## config.mk

```make
export PLATFORM = sky130hd
export DESIGN_NAME = utc_to_local_time_converter_unit
export DESIGN_NICKNAME = d
export VERILOG_FILES = /design/src/design/utc_lt_pkg.sv /design/src/design/utc_lt_cfg.sv /design/src/design/utc_lt_conv.sv /design/src/design/utc_to_local_time_converter_unit.sv
export SDC_FILE = /design/constraint.sdc
export NUM_CORES = 1
export LEC_CHECK = 0
export ABC_AREA = 1
export BUFFER_PORTS_ARGS = -buffer_cell sky130_fd_sc_hd__buf_2
export CAP_MARGIN = 20
export CORE_ASPECT_RATIO = 1.1
export CORE_MARGIN = 5
export CORE_UTILIZATION = 25
export CTS_CLUSTER_SIZE = 30
export DETAILED_ROUTE_END_ITERATION = 12
export GPL_TIMING_DRIVEN = 1
export SYNTH_ARGS = -nofsm -noshare
export SYNTH_HDL_FRONTEND = slang
export SYNTH_SLANG_ARGS = --single-unit
```

## constraint.sdc

```tcl
create_clock -name clk -period 6 [get_ports clk]
set_clock_uncertainty 0.05 [all_clocks]
set_input_delay 1.8 -clock clk [delete_from_list [all_inputs] [get_ports clk]]
set_output_delay 1.8 -clock clk [all_outputs]
set_load 0.005 [all_outputs]
```

## src/design/utc_lt_pkg.sv

```systemverilog
// Shared types, constants and calendar helpers for the UTC to local time converter.
package utc_lt_pkg;

    localparam int YearW    = 14;
    localparam int MonthW   = 4;
    localparam int DayW     = 5;
    localparam int WeekdayW = 3;
    localparam int HourW    = 5;
    localparam int MinuteW  = 6;
    localparam int SecondW  = 6;
    localparam int OffsetW  = 11;
    localparam int OffHourW = 6;
    localparam int OffMinW  = 7;
    localparam int CfgAddrW = 3;
    localparam int CfgDataW = 32;

    localparam logic [7:0] MinPerHour    = 8'd60;
    localparam logic [7:0] HoursPerDay   = 8'd24;
    localparam logic [2:0] DaysPerWeek   = 3'd7;
    localparam logic [4:0] MonthsPerYear = 5'd12;

    // register index codes (word index on the config port)
    localparam logic RegOffsetIdx = 1'b0;

    // 25 is odd, so divisibility shows as (y * inverse mod 2^14) <= floor((2^14-1)/25)
    localparam logic [YearW-1:0] Inv25    = 14'd7209;
    localparam logic [YearW-1:0] Div25Max = 14'd655;

    localparam logic [DayW-1:0] MonthLen [12] = '{
        5'd31, 5'd28, 5'd31, 5'd30, 5'd31, 5'd30,
        5'd31, 5'd31, 5'd30, 5'd31, 5'd30, 5'd31
    };

    typedef struct packed {
        logic [YearW-1:0]    utc_year;
        logic [MonthW-1:0]   utc_month;
        logic [DayW-1:0]     utc_day;
        logic [WeekdayW-1:0] utc_weekday;
        logic [HourW-1:0]    utc_hour;
        logic [MinuteW-1:0]  utc_minute;
        logic [SecondW-1:0]  utc_second;
    } utc_time_t;

    typedef struct packed {
        logic [YearW-1:0]    local_year;
        logic [MonthW-1:0]   local_month;
        logic [DayW-1:0]     local_day;
        logic [WeekdayW-1:0] local_weekday;
        logic [HourW-1:0]    local_hour;
        logic [MinuteW-1:0]  local_minute;
        logic [SecondW-1:0]  local_second;
    } local_time_t;

    // offset split into hour and minute parts, both carrying the offset's sign
    typedef struct packed {
        logic [OffHourW-1:0] off_hour;
        logic [OffMinW-1:0]  off_min;
    } offset_split_t;

    function automatic logic is_leap(input logic [YearW-1:0] y);
        logic [YearW-1:0] p;
        logic             div25;
        p     = y * Inv25;
        div25 = (p <= Div25Max);
        return (y[1:0] == 2'b00) && (!div25 || (y[3:0] == 4'b0000));
    endfunction

    // months outside 1..12 count as 31 days
    function automatic logic [DayW-1:0] days_in_month(input logic [MonthW-1:0] mon,
                                                      input logic leap);
        logic [MonthW-1:0] idx;
        idx = mon - 4'd1;
        if (mon == 4'd0 || {1'b0, mon} > MonthsPerYear)
            return 5'd31;
        if (mon == 4'd2 && leap)
            return 5'd29;
        return MonthLen[idx];
    endfunction

endpackage

```

## src/design/utc_lt_cfg.sv

```systemverilog
// Configuration register file: zone offset register and its hour/minute split.
module utc_lt_cfg (
    input  logic                               clk,
    input  logic                               rst_n,
    input  logic                               psel,
    input  logic                               penable,
    input  logic                               pwrite,
    input  logic [utc_lt_pkg::CfgAddrW-1:0]    paddr,
    input  logic [utc_lt_pkg::CfgDataW-1:0]    pwdata,
    output logic [utc_lt_pkg::CfgDataW-1:0]    prdata,
    output logic                               pready,
    output utc_lt_pkg::offset_split_t          split
);
    import utc_lt_pkg::*;

    logic [OffsetW-1:0]   offset_reg;
    offset_split_t        split_reg;
    offset_split_t        split_next;
    logic                 wr_en;
    logic                 reg_sel;
    logic [OffsetW-1:0]   wval;
    logic                 wneg;
    logic [OffsetW-1:0]   mag;
    logic [2*OffsetW-1:0] prod;
    logic [OffHourW-1:0]  q;
    logic [OffsetW-1:0]   rem;
    logic [MinuteW-1:0]   r;

    assign reg_sel = (paddr[CfgAddrW-1] == RegOffsetIdx);
    assign wr_en   = psel && penable && pwrite && reg_sel;
    assign pready  = 1'b1;
    assign prdata  = reg_sel ? {{(CfgDataW-OffsetW){offset_reg[OffsetW-1]}}, offset_reg} : '0;
    assign split   = split_reg;

    // |offset| / 60 by reciprocal: 1093/65536 is exact for magnitudes up to 1024
    always_comb
    begin
        wval = pwdata[OffsetW-1:0];
        wneg = wval[OffsetW-1];
        mag  = wneg ? (~wval + 11'd1) : wval;
        prod = {{OffsetW{1'b0}}, mag} * 22'd1093;
        q    = prod[2*OffsetW-1:16];
        rem  = mag - ({5'd0, q} * {3'd0, MinPerHour});
        r    = rem[MinuteW-1:0];
        split_next.off_hour = wneg ? (~q + 6'd1) : q;
        split_next.off_min  = wneg ? (~{1'b0, r} + 7'd1) : {1'b0, r};
    end

    always_ff @(posedge clk or negedge rst_n)
    begin
        if (!rst_n)
        begin
            offset_reg <= '0;
            split_reg  <= '0;
        end
        else if (wr_en)
        begin
            offset_reg <= wval;
            split_reg  <= split_next;
        end
    end

endmodule

```

## src/design/utc_lt_conv.sv

```systemverilog
// Combinational conversion: minute carry, hour carry and one-day calendar rollover.
module utc_lt_conv (
    input  utc_lt_pkg::utc_time_t     utc,
    input  utc_lt_pkg::offset_split_t split,
    output utc_lt_pkg::local_time_t   loc
);
    import utc_lt_pkg::*;

    logic [7:0]          min_sum;
    logic                min_neg;
    logic                min_ovf;
    logic [7:0]          hour_carry;
    logic [7:0]          hour_sum;
    logic                back;
    logic                fwd;
    logic                leap;
    logic                day_low;
    logic                mon_low;
    logic [MonthW-1:0]   mon_b;
    logic [DayW-1:0]     dim_b;
    logic [DayW-1:0]     dim_f;
    logic [DayW:0]       day_p1;
    logic                roll;
    logic [MonthW:0]     mon_p1;
    logic                year_up;

    always_comb
    begin
        min_sum = {2'b00, utc.utc_minute} + {split.off_min[OffMinW-1], split.off_min};
        min_neg = min_sum[7];
        min_ovf = !min_neg && (min_sum >= MinPerHour);

        if (min_neg)
            hour_carry = 8'hFF;
        else if (min_ovf)
            hour_carry = 8'h01;
        else
            hour_carry = 8'h00;

        hour_sum = {3'b000, utc.utc_hour} + hour_carry
                 + {{2{split.off_hour[OffHourW-1]}}, split.off_hour};
        back = hour_sum[7];
        fwd  = !back && (hour_sum >= HoursPerDay);

        // Feb is only ever looked up in the input's own year
        leap = is_leap(utc.utc_year);

        day_low = (utc.utc_day <= 5'd1);
        mon_low = (utc.utc_month <= 4'd1);
        mon_b   = mon_low ? (utc.utc_month + 4'd11) : (utc.utc_month - 4'd1);
        dim_b   = days_in_month(mon_b, leap);

        dim_f   = days_in_month(utc.utc_month, leap);
        day_p1  = {1'b0, utc.utc_day} + 6'd1;
        roll    = (day_p1 > {1'b0, dim_f});
        mon_p1  = {1'b0, utc.utc_month} + 5'd1;
        year_up = roll && (mon_p1 > MonthsPerYear);

        loc.local_second = utc.utc_second;
        if (min_neg)
            loc.local_minute = 6'(min_sum + MinPerHour);
        else if (min_ovf)
            loc.local_minute = 6'(min_sum - MinPerHour);
        else
            loc.local_minute = min_sum[MinuteW-1:0];

        priority if (back)
        begin
            loc.local_hour    = 5'(hour_sum + HoursPerDay);
            loc.local_weekday = (utc.utc_weekday == 3'd0) ? (DaysPerWeek - 3'd1)
                                                          : (utc.utc_weekday - 3'd1);
            if (day_low)
            begin
                loc.local_day   = utc.utc_day + dim_b - 5'd1;
                loc.local_month = mon_b;
                loc.local_year  = mon_low ? (utc.utc_year - 14'd1) : utc.utc_year;
            end
            else
            begin
                loc.local_day   = utc.utc_day - 5'd1;
                loc.local_month = utc.utc_month;
                loc.local_year  = utc.utc_year;
            end
        end
        else if (fwd)
        begin
            loc.local_hour    = 5'(hour_sum - HoursPerDay);
            // a weekday of 6 or 7 wraps past the end of the week
            loc.local_weekday = (utc.utc_weekday >= DaysPerWeek - 3'd1)
                              ? (utc.utc_weekday - 3'd6) : (utc.utc_weekday + 3'd1);
            if (roll)
            begin
                loc.local_day   = 5'd1;
                loc.local_month = year_up ? 4'(mon_p1 - MonthsPerYear) : mon_p1[MonthW-1:0];
                loc.local_year  = year_up ? (utc.utc_year + 14'd1) : utc.utc_year;
            end
            else
            begin
                loc.local_day   = day_p1[DayW-1:0];
                loc.local_month = utc.utc_month;
                loc.local_year  = utc.utc_year;
            end
        end
        else
        begin
            loc.local_hour    = hour_sum[HourW-1:0];
            loc.local_weekday = utc.utc_weekday;
            loc.local_day     = utc.utc_day;
            loc.local_month   = utc.utc_month;
            loc.local_year    = utc.utc_year;
        end
    end

endmodule

```

## src/design/utc_to_local_time_converter_unit.sv

```systemverilog
// Top level of the UTC to local time converter: request and result registers.
// A request is taken on any cycle with start high; busy is always low, so one time stamp
// can enter every clock. Each request is captured in the request register, converted by
// the calendar arithmetic and captured in the result register, where it is flagged by
// done for exactly one cycle; the receiver has no way to hold it off. The zone offset is
// written over the APB port in minutes (two's complement, 11 bits, at address 0) and is
// split into hours and minutes as it is written; write it only while no request is in
// flight.
module utc_to_local_time_converter_unit (
    input  logic                               clk,
    input  logic                               rst_n,
    input  logic                               start,
    output logic                               busy,
    input  utc_lt_pkg::utc_time_t              request,
    output logic                               done,
    output utc_lt_pkg::local_time_t            result,
    input  logic                               psel,
    input  logic                               penable,
    input  logic                               pwrite,
    input  logic [utc_lt_pkg::CfgAddrW-1:0]    paddr,
    input  logic [utc_lt_pkg::CfgDataW-1:0]    pwdata,
    output logic [utc_lt_pkg::CfgDataW-1:0]    prdata,
    output logic                               pready
);
    import utc_lt_pkg::*;

    offset_split_t split;
    utc_time_t     in_reg;
    logic          in_valid_reg;
    local_time_t   conv_out;
    local_time_t   result_reg;
    logic          done_reg;
    logic          accept;

    assign busy   = 1'b0;
    assign accept = start && !busy;
    assign done   = done_reg;
    assign result = result_reg;

    utc_lt_cfg u_cfg (
        .clk     (clk),
        .rst_n   (rst_n),
        .psel    (psel),
        .penable (penable),
        .pwrite  (pwrite),
        .paddr   (paddr),
        .pwdata  (pwdata),
        .prdata  (prdata),
        .pready  (pready),
        .split   (split)
    );

    utc_lt_conv u_conv (
        .utc   (in_reg),
        .split (split),
        .loc   (conv_out)
    );

    always_ff @(posedge clk or negedge rst_n)
    begin
        if (!rst_n)
        begin
            in_valid_reg <= 1'b0;
            done_reg     <= 1'b0;
        end
        else
        begin
            in_valid_reg <= accept;
            done_reg     <= in_valid_reg;
        end
    end

    always_ff @(posedge clk)
    begin
        if (accept)
            in_reg <= request;
        if (in_valid_reg)
            result_reg <= conv_out;
    end

endmodule

```

==> metrics.sh, run 1 <==
SWSHARE=0.435
CLOCKBUFFERDEPTH=2
DR_WL_MET3_UM=1280
LAYOUT-DRIVE-GT1-SHARE=0.266
P_INT_mW=3.00
EFFECTIVE_UTILIZATION_AT_FLOORPLAN=0.254
GRT_FIRST_PASS_WIRELENGTH_UM=40500
POST_SYNTH_FA_HA_MAJ_AREA_FRACTION=0.240
AVGSYNTHCELLAREA_UM2=8.72
DRC_ERRORS=0
NUMBER_OF_HOLD_VIOLATIONS_IN_THE_FINAL_REPORT=0
DR_WL_MET2_UM=13400
CTS_BUF_COUNT=9
CLOCK_LATENCY_OF_THE_LATER_CLOCKED_REGISTER_IN_THE_WORST_SKEW_PAIR_NS=0.38
MAX_SLEW.WORST_PIN.SLEW_NS=1.03
POWER.CLOCK.FRACTION=0.116
GRT_UTIL_ALL_LAYERS=0.117
LAYOUT-AREA-OVERHEAD-VS-SYNTH_PCT=27.2
SYNTHESIS.NETS=1373
GRT_PASS1_VIAS=7909
DETAIL_ROUTE.ITER0.VIOLATIONS=329
STARTPOINT_OF_THE_WORST_SLACK_REG_TO_REG_TIMING_PATH='in_reg[31]'
WORST-PATH-MAX-FANOUT=3
P_LEAK_nW=5.88
NETLIST-CELL-TYPE-COUNT=54
SYNTH-XOR-AREA-SHARE=0.0709
POSTSYNTHCELLCOUNT=1118
IOS=162
CORE.ROWCOUNT=75
RUN_STATUS='complete, but fails checks'
GRT_ANTENNA_BEFORE_REPAIR=0
SETUP.REG_TO_REG.WORST_SLACK_NS=0.40
FIN_TOTAL_PWR_mW=5.30
SYNTHSIMPLEGATEAREAFRAC=0.161
TIMING.CRITICAL_PATH.TO_TYPE='flip-flop'
NUMBER_OF_ANTENNA_DIODES=0
MAXUSEDROUTINGLAYER='met4'
CRIT_PATH_FREQUENT_CELL='ha_4'
CTS.HTREE.LEVELS=3
MIN_PERIOD_OVER_PERIOD=1.13
DRT-WIRELENGTH-PER-CELL_UM=14.0
POSTSYNTHREGISTERBITS=111
RSZ0062_AT_GRT='yes'
DIE_WIDTH_UM=198
DRTPASS1ITERATIONS=7
FINAL_CRITICAL_PATH_SETUP_SLACK_NS=-0.804
GRT_START_MAX_NET_PINS=45
HPWLAFTERDP_UM=20300
SYNTH_AREA_IN_COMPOUND_GATES=0.0955
ANT_NETS=0
SYNTH-SEQ-AREA-SHARE=0.329
WORST_PATH_LARGEST_CELL_DELAY_NS=0.51
POWER.SHARE.COMBINATIONAL=0.656
SETUP_TNS_NS=-2.27
DIE-AREA_UM2=43000
FINAL_NETS=1571
TRITONCTS='yes'
REPORTED_MAX_CAP_VIOLATION_COUNT=0
POWER_DENSITY_nW_PER_UM2=428
SETUP_VIOL_COUNT_FINAL=4
COUNT_OF_BUFFERS_FROM_PORT_BUFFERING=136
SYNTH.MUX.AREA_FRACTION=0.00218
POSTLAYOUTCOREUTIL=0.323
DESIGN.CORE.AREA_UM2=38400
CP_SLOWEST_CELL='fa_1'
CLK_PIN_SLEW_NS=0.08
WIRELENGTH_UM=25600
TIMING.CRITICAL_PATH.FROM='pwdata[0]'
TIMING.MAX_SLEW.REL_SLACK=0.314
GLOBALROUTE.TOTALOVERFLOW=0
DIE_HEIGHT_UM=217
NET-SWITCHING-POWER_mW=2.31
PEAKVDDDROP_V=0.000275
MIN-DELAY-START='in_reg[1]'
CRITICALPATHCATEGORY='input pin to flip-flop'
CLOCK_TREE.ROOT_CELL='clkbuf_16'
POWER.SHARE.SEQUENTIAL=0.228
ARRIVAL_WORST_ENDPOINT_NS=7.03
VIOLATED_CHECKS='setup timing'
WARNINGS_FROM_YOSYS=0
LARGEST_FAMILY_OF_LOGIC_CELLS_BY_SYNTHESIZED_AREA='adder cells'
VIA_COUNT=7960
FINAL-MAX-SLEW-VIOLATION-COUNT=0
START_KIND='input pin'
HOLD_PATH_CLASS='flip-flop to flip-flop'
DRT-MET1-WL_UM=10400
NETLIST_AREA_UM2=9740
PLACE_CONGESTION=0.900
FINAL.MIN_CLOCK_PERIOD_NS=6.80
WORST-ENDPOINT-REQUIRED_NS=6.22
ACHIEVABLE-FREQUENCY_MHz=147
CTS.SINK_COUNT=111
VIAS_PER_CELL=4.37
==> layer usage <==
layer | vias up | GRT usage
met1 | 3702 | 0.138
met2 | 180 | 0.214
met5 | - | 0
met3 | 32 | 0.0271
met4 | 0 | 0.0294
li1 | 4046 | -
==> area by class of cell <==
cell class,instances,area [um^2]
Timing Repair Buffer,231,1440
Inverter,189,732
Tap cell,500,626
Clock buffer,11,253
Multi-Input combinational cell,774,6080
Fill cell,3972,26000
Sequential cell,111,3210
Clock inverter,5,51.3
==> placed cells by master (no fill, tap or decap), types with 9 or more instances in the layout <==
cell type / count
a21oi_1: 30
xor2_1: 50
buf_2: 134
o21ai_1: 12
xnor2_1: 22
dfrtp_1: 24
nand3_1: 41
inv_2: 13
nor3_1: 11
o211ai_1: 11
nor2_1: 61
inv_1: 169
ha_4: 27
edfxtp_1: 86
fa_1: 25
o21ai_0: 68
nand2_1: 199
clkbuf_16: 9
buf_4: 93
ha_1: 118
==> repair_timing <==
item | CTS | global route
hold buffers | 0 | 0
gates resized for setup | 28 | 28
setup endpoints to repair | 5 | 23
buffers inserted | 6 | 8
pin swaps | 37 | 21
==> Yosys cell counts, drive strengths merged <==
master,n,area [um^2]
a211oi,1,7.51
a21boi,1,7.51
a21o,4,30.0
a21oi,37,196
a31oi,3,18.8
and3,1,6.26
and3b,1,8.76
buf,29,214
clkbuf,15,57.6
clkinv,3,11.3
conb,2,7.51
dfrtp,25,626
edfxtp,86,2580
fa,26,521
ha,145,1810
inv,186,698
mux2,1,11.3
mux2i,1,10.0
nand2,210,813
nand3,43,225
nand3b,3,22.5
nand4,6,37.5
nor2,67,285
nor3,18,95.1
nor3b,1,7.51
nor4,4,25.0
o2111ai,2,17.5
o211ai,11,82.6
o21a,1,7.51
o21ai,87,462
o21bai,3,22.5
o221ai,4,35.0
o22ai,2,12.5
o31ai,3,22.5
o41ai,1,8.76
or2,7,43.8
xnor2,27,244
xor2,51,447
==> worst paths after layout <==
| kind | cells after the start | end |
|---|---|---|
| max | 36 | u_cfg.split[5] |
| min in group asynchronous | 1 | u_cfg.offset_reg[9] |
| max in group asynchronous | 1 | in_valid_reg |
| min reg2reg | 0 | result[1] |
| min | 0 | result[1] |
| max reg2reg | 29 | result[38] |
==> logic make-up (layout without fill, tap and decap cells) <==
kind of cell               count (synthesis)  in the layout
AOI/OAI and AO/OA                        160            160
other                                      2              2
DFF                                      111            111
buffers and inverters                    233            436
xor gates and xnor gates                  78             78
and+or+nand+nor                          361            361
muxes                                      2              2
adders and majority gates                171            171
==> stage by stage <==
step / hold slack (ns) / std cells / worst slack (ns) / cell area (um^2)
5_1_grt: 0.387 / 1821 / -1.13 / 12400
4_1_cts: 0.375 / 1812 / -0.834 / 12100
2_1_floorplan: 0.350 / 1118 / -1.05 / 9990
6_report: 0.372 / 1821 / -0.804 / 12400
3_3_place_gp: 0.351 / 1790 / -1.49 / 11600
3_5_place_dp: 0.356 / 1790 / -1.57 / 11600
==> critical path, delay by kind of cell <==
kind	cells	cell delay [ns]
adders and majority gates	10	2.67
xor gates and xnor gates	4	0.65
and+or+nand+nor	9	0.73
AOI/OAI and AO/OA	5	0.73
buffers and inverters	8	0.45
==> power groups by stage <==
stage                     Clock (mW)  Combinational [mW]  Sequential, mW
after floorplan                    0                2.25            1.22
after global placement             0                3.17            1.23
after detailed placement           0                3.23            1.23
after CTS                      0.646                3.37            1.22
after global routing           0.674                3.94            1.23
final                          0.615                3.48            1.21
Note: power is estimated with default switching activity, not from simulation.
==> run 2, diff against run 1 <==
Settings changed: SYNTH_HIERARCHICAL set to 1, TNS_END_PERCENT set to 10.
Clock period 6 ns to 8.8 ns, I/O delays scaled along.
==> run 2 against run 1 <==
The flow now finishes without violations. First-iteration DRC count rose by 20%. Worst hold slack improved by 0.0044 ns. Sequential share of layout area rose by 0.74 points. Worst setup slack improved by 1.4 ns. Cell area fell by 2.8%. Via count rose by 9.4%. Global-route usage rose by 0.24 points. Die area rose by 8.2%. Non-clock buffer count fell by 71. Sequential power fell by 29%. Count of clock-buffer cells in the layout fell by 2. Final cell count rose by 9.6%. Largest cell class unchanged.
==> metrics.sh, run 2 <==
POSTSYNTHREGISTERBITS=111
STDCELL_AREA_UM2=12000
CORE.ROWCOUNT=79
FINAL_COMMON_CELL='nand2_1'
VIAS_PER_CELL=4.36
DETAIL_ROUTE.ITER0.VIOLATIONS=396
DIE_HEIGHT_UM=226
GRT_START_MAX_NET_PINS=45
POSTCTSSETUPBUFFERS=0
DRTPASS1ITERATIONS=5
TIMING.MAX_SLEW.REL_SLACK=0.300
NETLIST-CELL-TYPE-COUNT=51
DRC_ERRORS=0
WIRELENGTH_UM=27500
CRITICALPATHCATEGORY='input pin to flip-flop'
CLOCK_TREE.ROOT_CELL='clkbuf_16'
HPWLAFTERDP_UM=21600
CELL_TYPE_GROUP_WITH_THE_LARGEST_TOTAL_DELAY_ON_THE_CRITICAL_PATH='adder cells'
ARRIVAL_WORST_ENDPOINT_NS=8.41
FINAL.MIN_CLOCK_PERIOD_NS=8.17
P_LEAK_nW=6.04
POSTLAYOUTCOREUTIL=0.286
TRITONCTS='yes'
STARTPOINT_OF_THE_WORST_SLACK_REG_TO_REG_TIMING_PATH='in_reg[29]'
CRIT-REG2REG-CAPTURE='result[32]'
MIN-DELAY-START='in_reg[3]'
IOS=162
CLOCKBUFFERDEPTH=2
PLACE_WORST_SETUP_SLACK_NS=0.236
LAYOUT-AREA-OVERHEAD-VS-SYNTH_PCT=13.8
PLACE_CONGESTION=0.880
MOST_USED_STANDARD_CELL_BY_INSTANCE_COUNT_AFTER_SYNTHESIS='nand2_1'
CRITICAL_PATH_BUF_INV_COUNT=7
LAYOUT.CELLS.MOST_COMMON_LIST='nand2_1 (342), inv_1 (180), ha_1 (143), buf_2 (136), edfxtp_1 (86)'
FINAL_CRITICAL_PATH_SETUP_SLACK_NS=0.627
COUNT_OF_BUFFERS_FROM_PORT_BUFFERING=136
CTS_REPAIR_RESIZE_COUNT=0
CRIT_PATH_FREQUENT_CELL='ha_1'
SETUP_TNS_NS=0
SYNTH.TOP_CELLS.BY_COUNT='nand2_1 (342), inv_1 (180), ha_1 (143)'
MIN_PERIOD_OVER_PERIOD=0.929
GLOBALROUTE.TOTALOVERFLOW=0
REPORTED_MAX_CAP_VIOLATION_COUNT=0
SETUP.REG_TO_REG.WORST_SLACK_NS=2.19
PLACE.DETAILED.INSTANCES=1980
NUMBER_OF_HOLD_VIOLATIONS_IN_THE_FINAL_REPORT=0
LAYOUT.CELLS.NON_FILLER=1996
CP_SLOWEST_CELL='fa_1'
FILLERS=4630
DRT-WIRELENGTH-PER-CELL_UM=13.8
NUMBER_OF_ANTENNA_DIODES=0
CTS.HTREE.LEVELS=3
ACHIEVABLE-FREQUENCY_MHz=122
DESIGN.CORE.AREA_UM2=42100
CLK_PIN_SLEW_NS=0.08
LAYOUT-DRIVE-GT1-SHARE=0.166
POSTPLACECELLAREA_UM2=11700
PEAKVDDDROP_V=0.000120
CTS_BUF_COUNT=9
ANT_NETS=0
GRT_FIRST_PASS_WIRELENGTH_UM=44200
SYNTH_TOP_AREA_FRAC=0.244
CTS.HOLD.BUFFERS_ADDED=0
SYNTH_AREA_LEADER_CELL='edfxtp_1'
SYNTH_FLOP_CELL='edfxtp_1'
CLOCK_LATENCY_OF_THE_LATER_CLOCKED_REGISTER_IN_THE_WORST_SKEW_PAIR_NS=0.39
POSTSYNTHCELLCOUNT=1314
RSZ0062_AT_GRT='no'
SYNTH-SEQ-AREA-SHARE=0.303
FINAL_NETS=1677
VIA_COUNT=8710
WORST_PATH_LARGEST_CELL_DELAY_NS=0.51
SETUP_VIOL_COUNT_FINAL=0
RUN_STATUS='finished, final reports clean'
FINAL-MAX-SLEW-VIOLATION-COUNT=0
ENDPOINT_OF_THE_WORST_HOLD_PATH='result[3]'
TIMING.CRITICAL_PATH.TO_TYPE='flip-flop'
WORST-PATH-MAX-FANOUT=4
LARGEST_CELLS_BY_AREA_AFTER_SYNTHESIS='edfxtp_1 (24%), ha_1 (17%), nand2_1 (12%)'
DIE-AREA_UM2=46600
START_KIND='input pin'
HOLD_DEPTH=0
POWER_DENSITY_nW_PER_UM2=286
AVGSYNTHCELLAREA_UM2=8.05
FF2FF_PATH_DEPTH=34
SYNTHARSTFLOPSHARE=0.225
SYNTH_EDF_COUNT=86
GRT_UTIL_ALL_LAYERS=0.119
GRT_ANTENNA_BEFORE_REPAIR=0
WORST-ENDPOINT-REQUIRED_NS=9.04
EFFECTIVE_UTILIZATION_AT_FLOORPLAN=0.251
GRT_PASS1_VIAS=8763
NETLIST_AREA_UM2=10600
SYNTHESIS.NETS=1567
HOLD_PATH_CLASS='flip-flop to flip-flop'
WARNINGS_FROM_YOSYS=6
MAX_SLEW.WORST_PIN.SLEW_NS=1.05
DIE_WIDTH_UM=206
CTS.SINK_COUNT=111
## run 2: cell count changes after synthesis, sizes merged, moves of 6 or more
cell   delta
nand4     +6
inv       +8
nand2   +152
nor2     +15
xnor2     -9
buf      +21
nor3      -6
nand3    +23
## run 2: worst max-delay path by stage
stage,slack [ns],start,to,depth (start not counted)
6_report,0.63,pwdata[0],u_cfg/split[5],37
5_1_grt,0.09,pwdata[0],u_cfg/split[5],38
4_1_cts,0.65,pwdata[0],u_cfg/split[5],38
3_5_place_dp,0.24,pwdata[0],u_cfg/split[5],38
3_3_place_gp,0.29,pwdata[0],u_cfg/split[5],37
2_1_floorplan,0.53,pwdata[0],u_cfg/split[5],32
## run 2: cell type report
type                    count  area, um^2  area share
well taps                 567         709      0.0589
clock buffers               9         225      0.0187
multi-input cells         944        6210       0.516
flip-flops and latches    111        3210       0.266
repair buffers            160         861      0.0714
clock inverters             7        81.3     0.00675
inverters                 198         751      0.0623
## run 2: where the power goes
group          switching, mW  total, mW  internal [mW]  leakage (nW)
logic                   1.33       2.15          0.820          4.74
registers             0.0753      0.855          0.780          1.15
clock network          0.235      0.441          0.205         0.150
## run 2: per-layer routing
layer,global-route usage,up-vias,share of wire
met5,0,-,0
met4,0.0455,0,0.025
met3,0.0180,37,0.040
met2,0.223,163,0.52
met1,0.136,4060,0.41
li1,-,4450,-
## run 2: stage by stage
stage	power, mW	hold slack, ns
after global routing	3.82	0.387
final	3.44	0.377
after detailed placement	3.03	0.359
after CTS	3.49	0.381
after floorplan	2.46	0.399
after global placement	2.98	0.351
## run 2: cell families (layout without fill, tap and decap cells)
family,after synthesis,after routing,synth area share
compound gates,154,154,0.0825
fa+ha+maj,169,169,0.218
mux,1,1,0.00106
xor+xnor,72,72,0.0631
buf+inv,259,374,0.110
simple gates,546,546,0.221
flops,111,111,0.303
other cells,2,2,0.000710
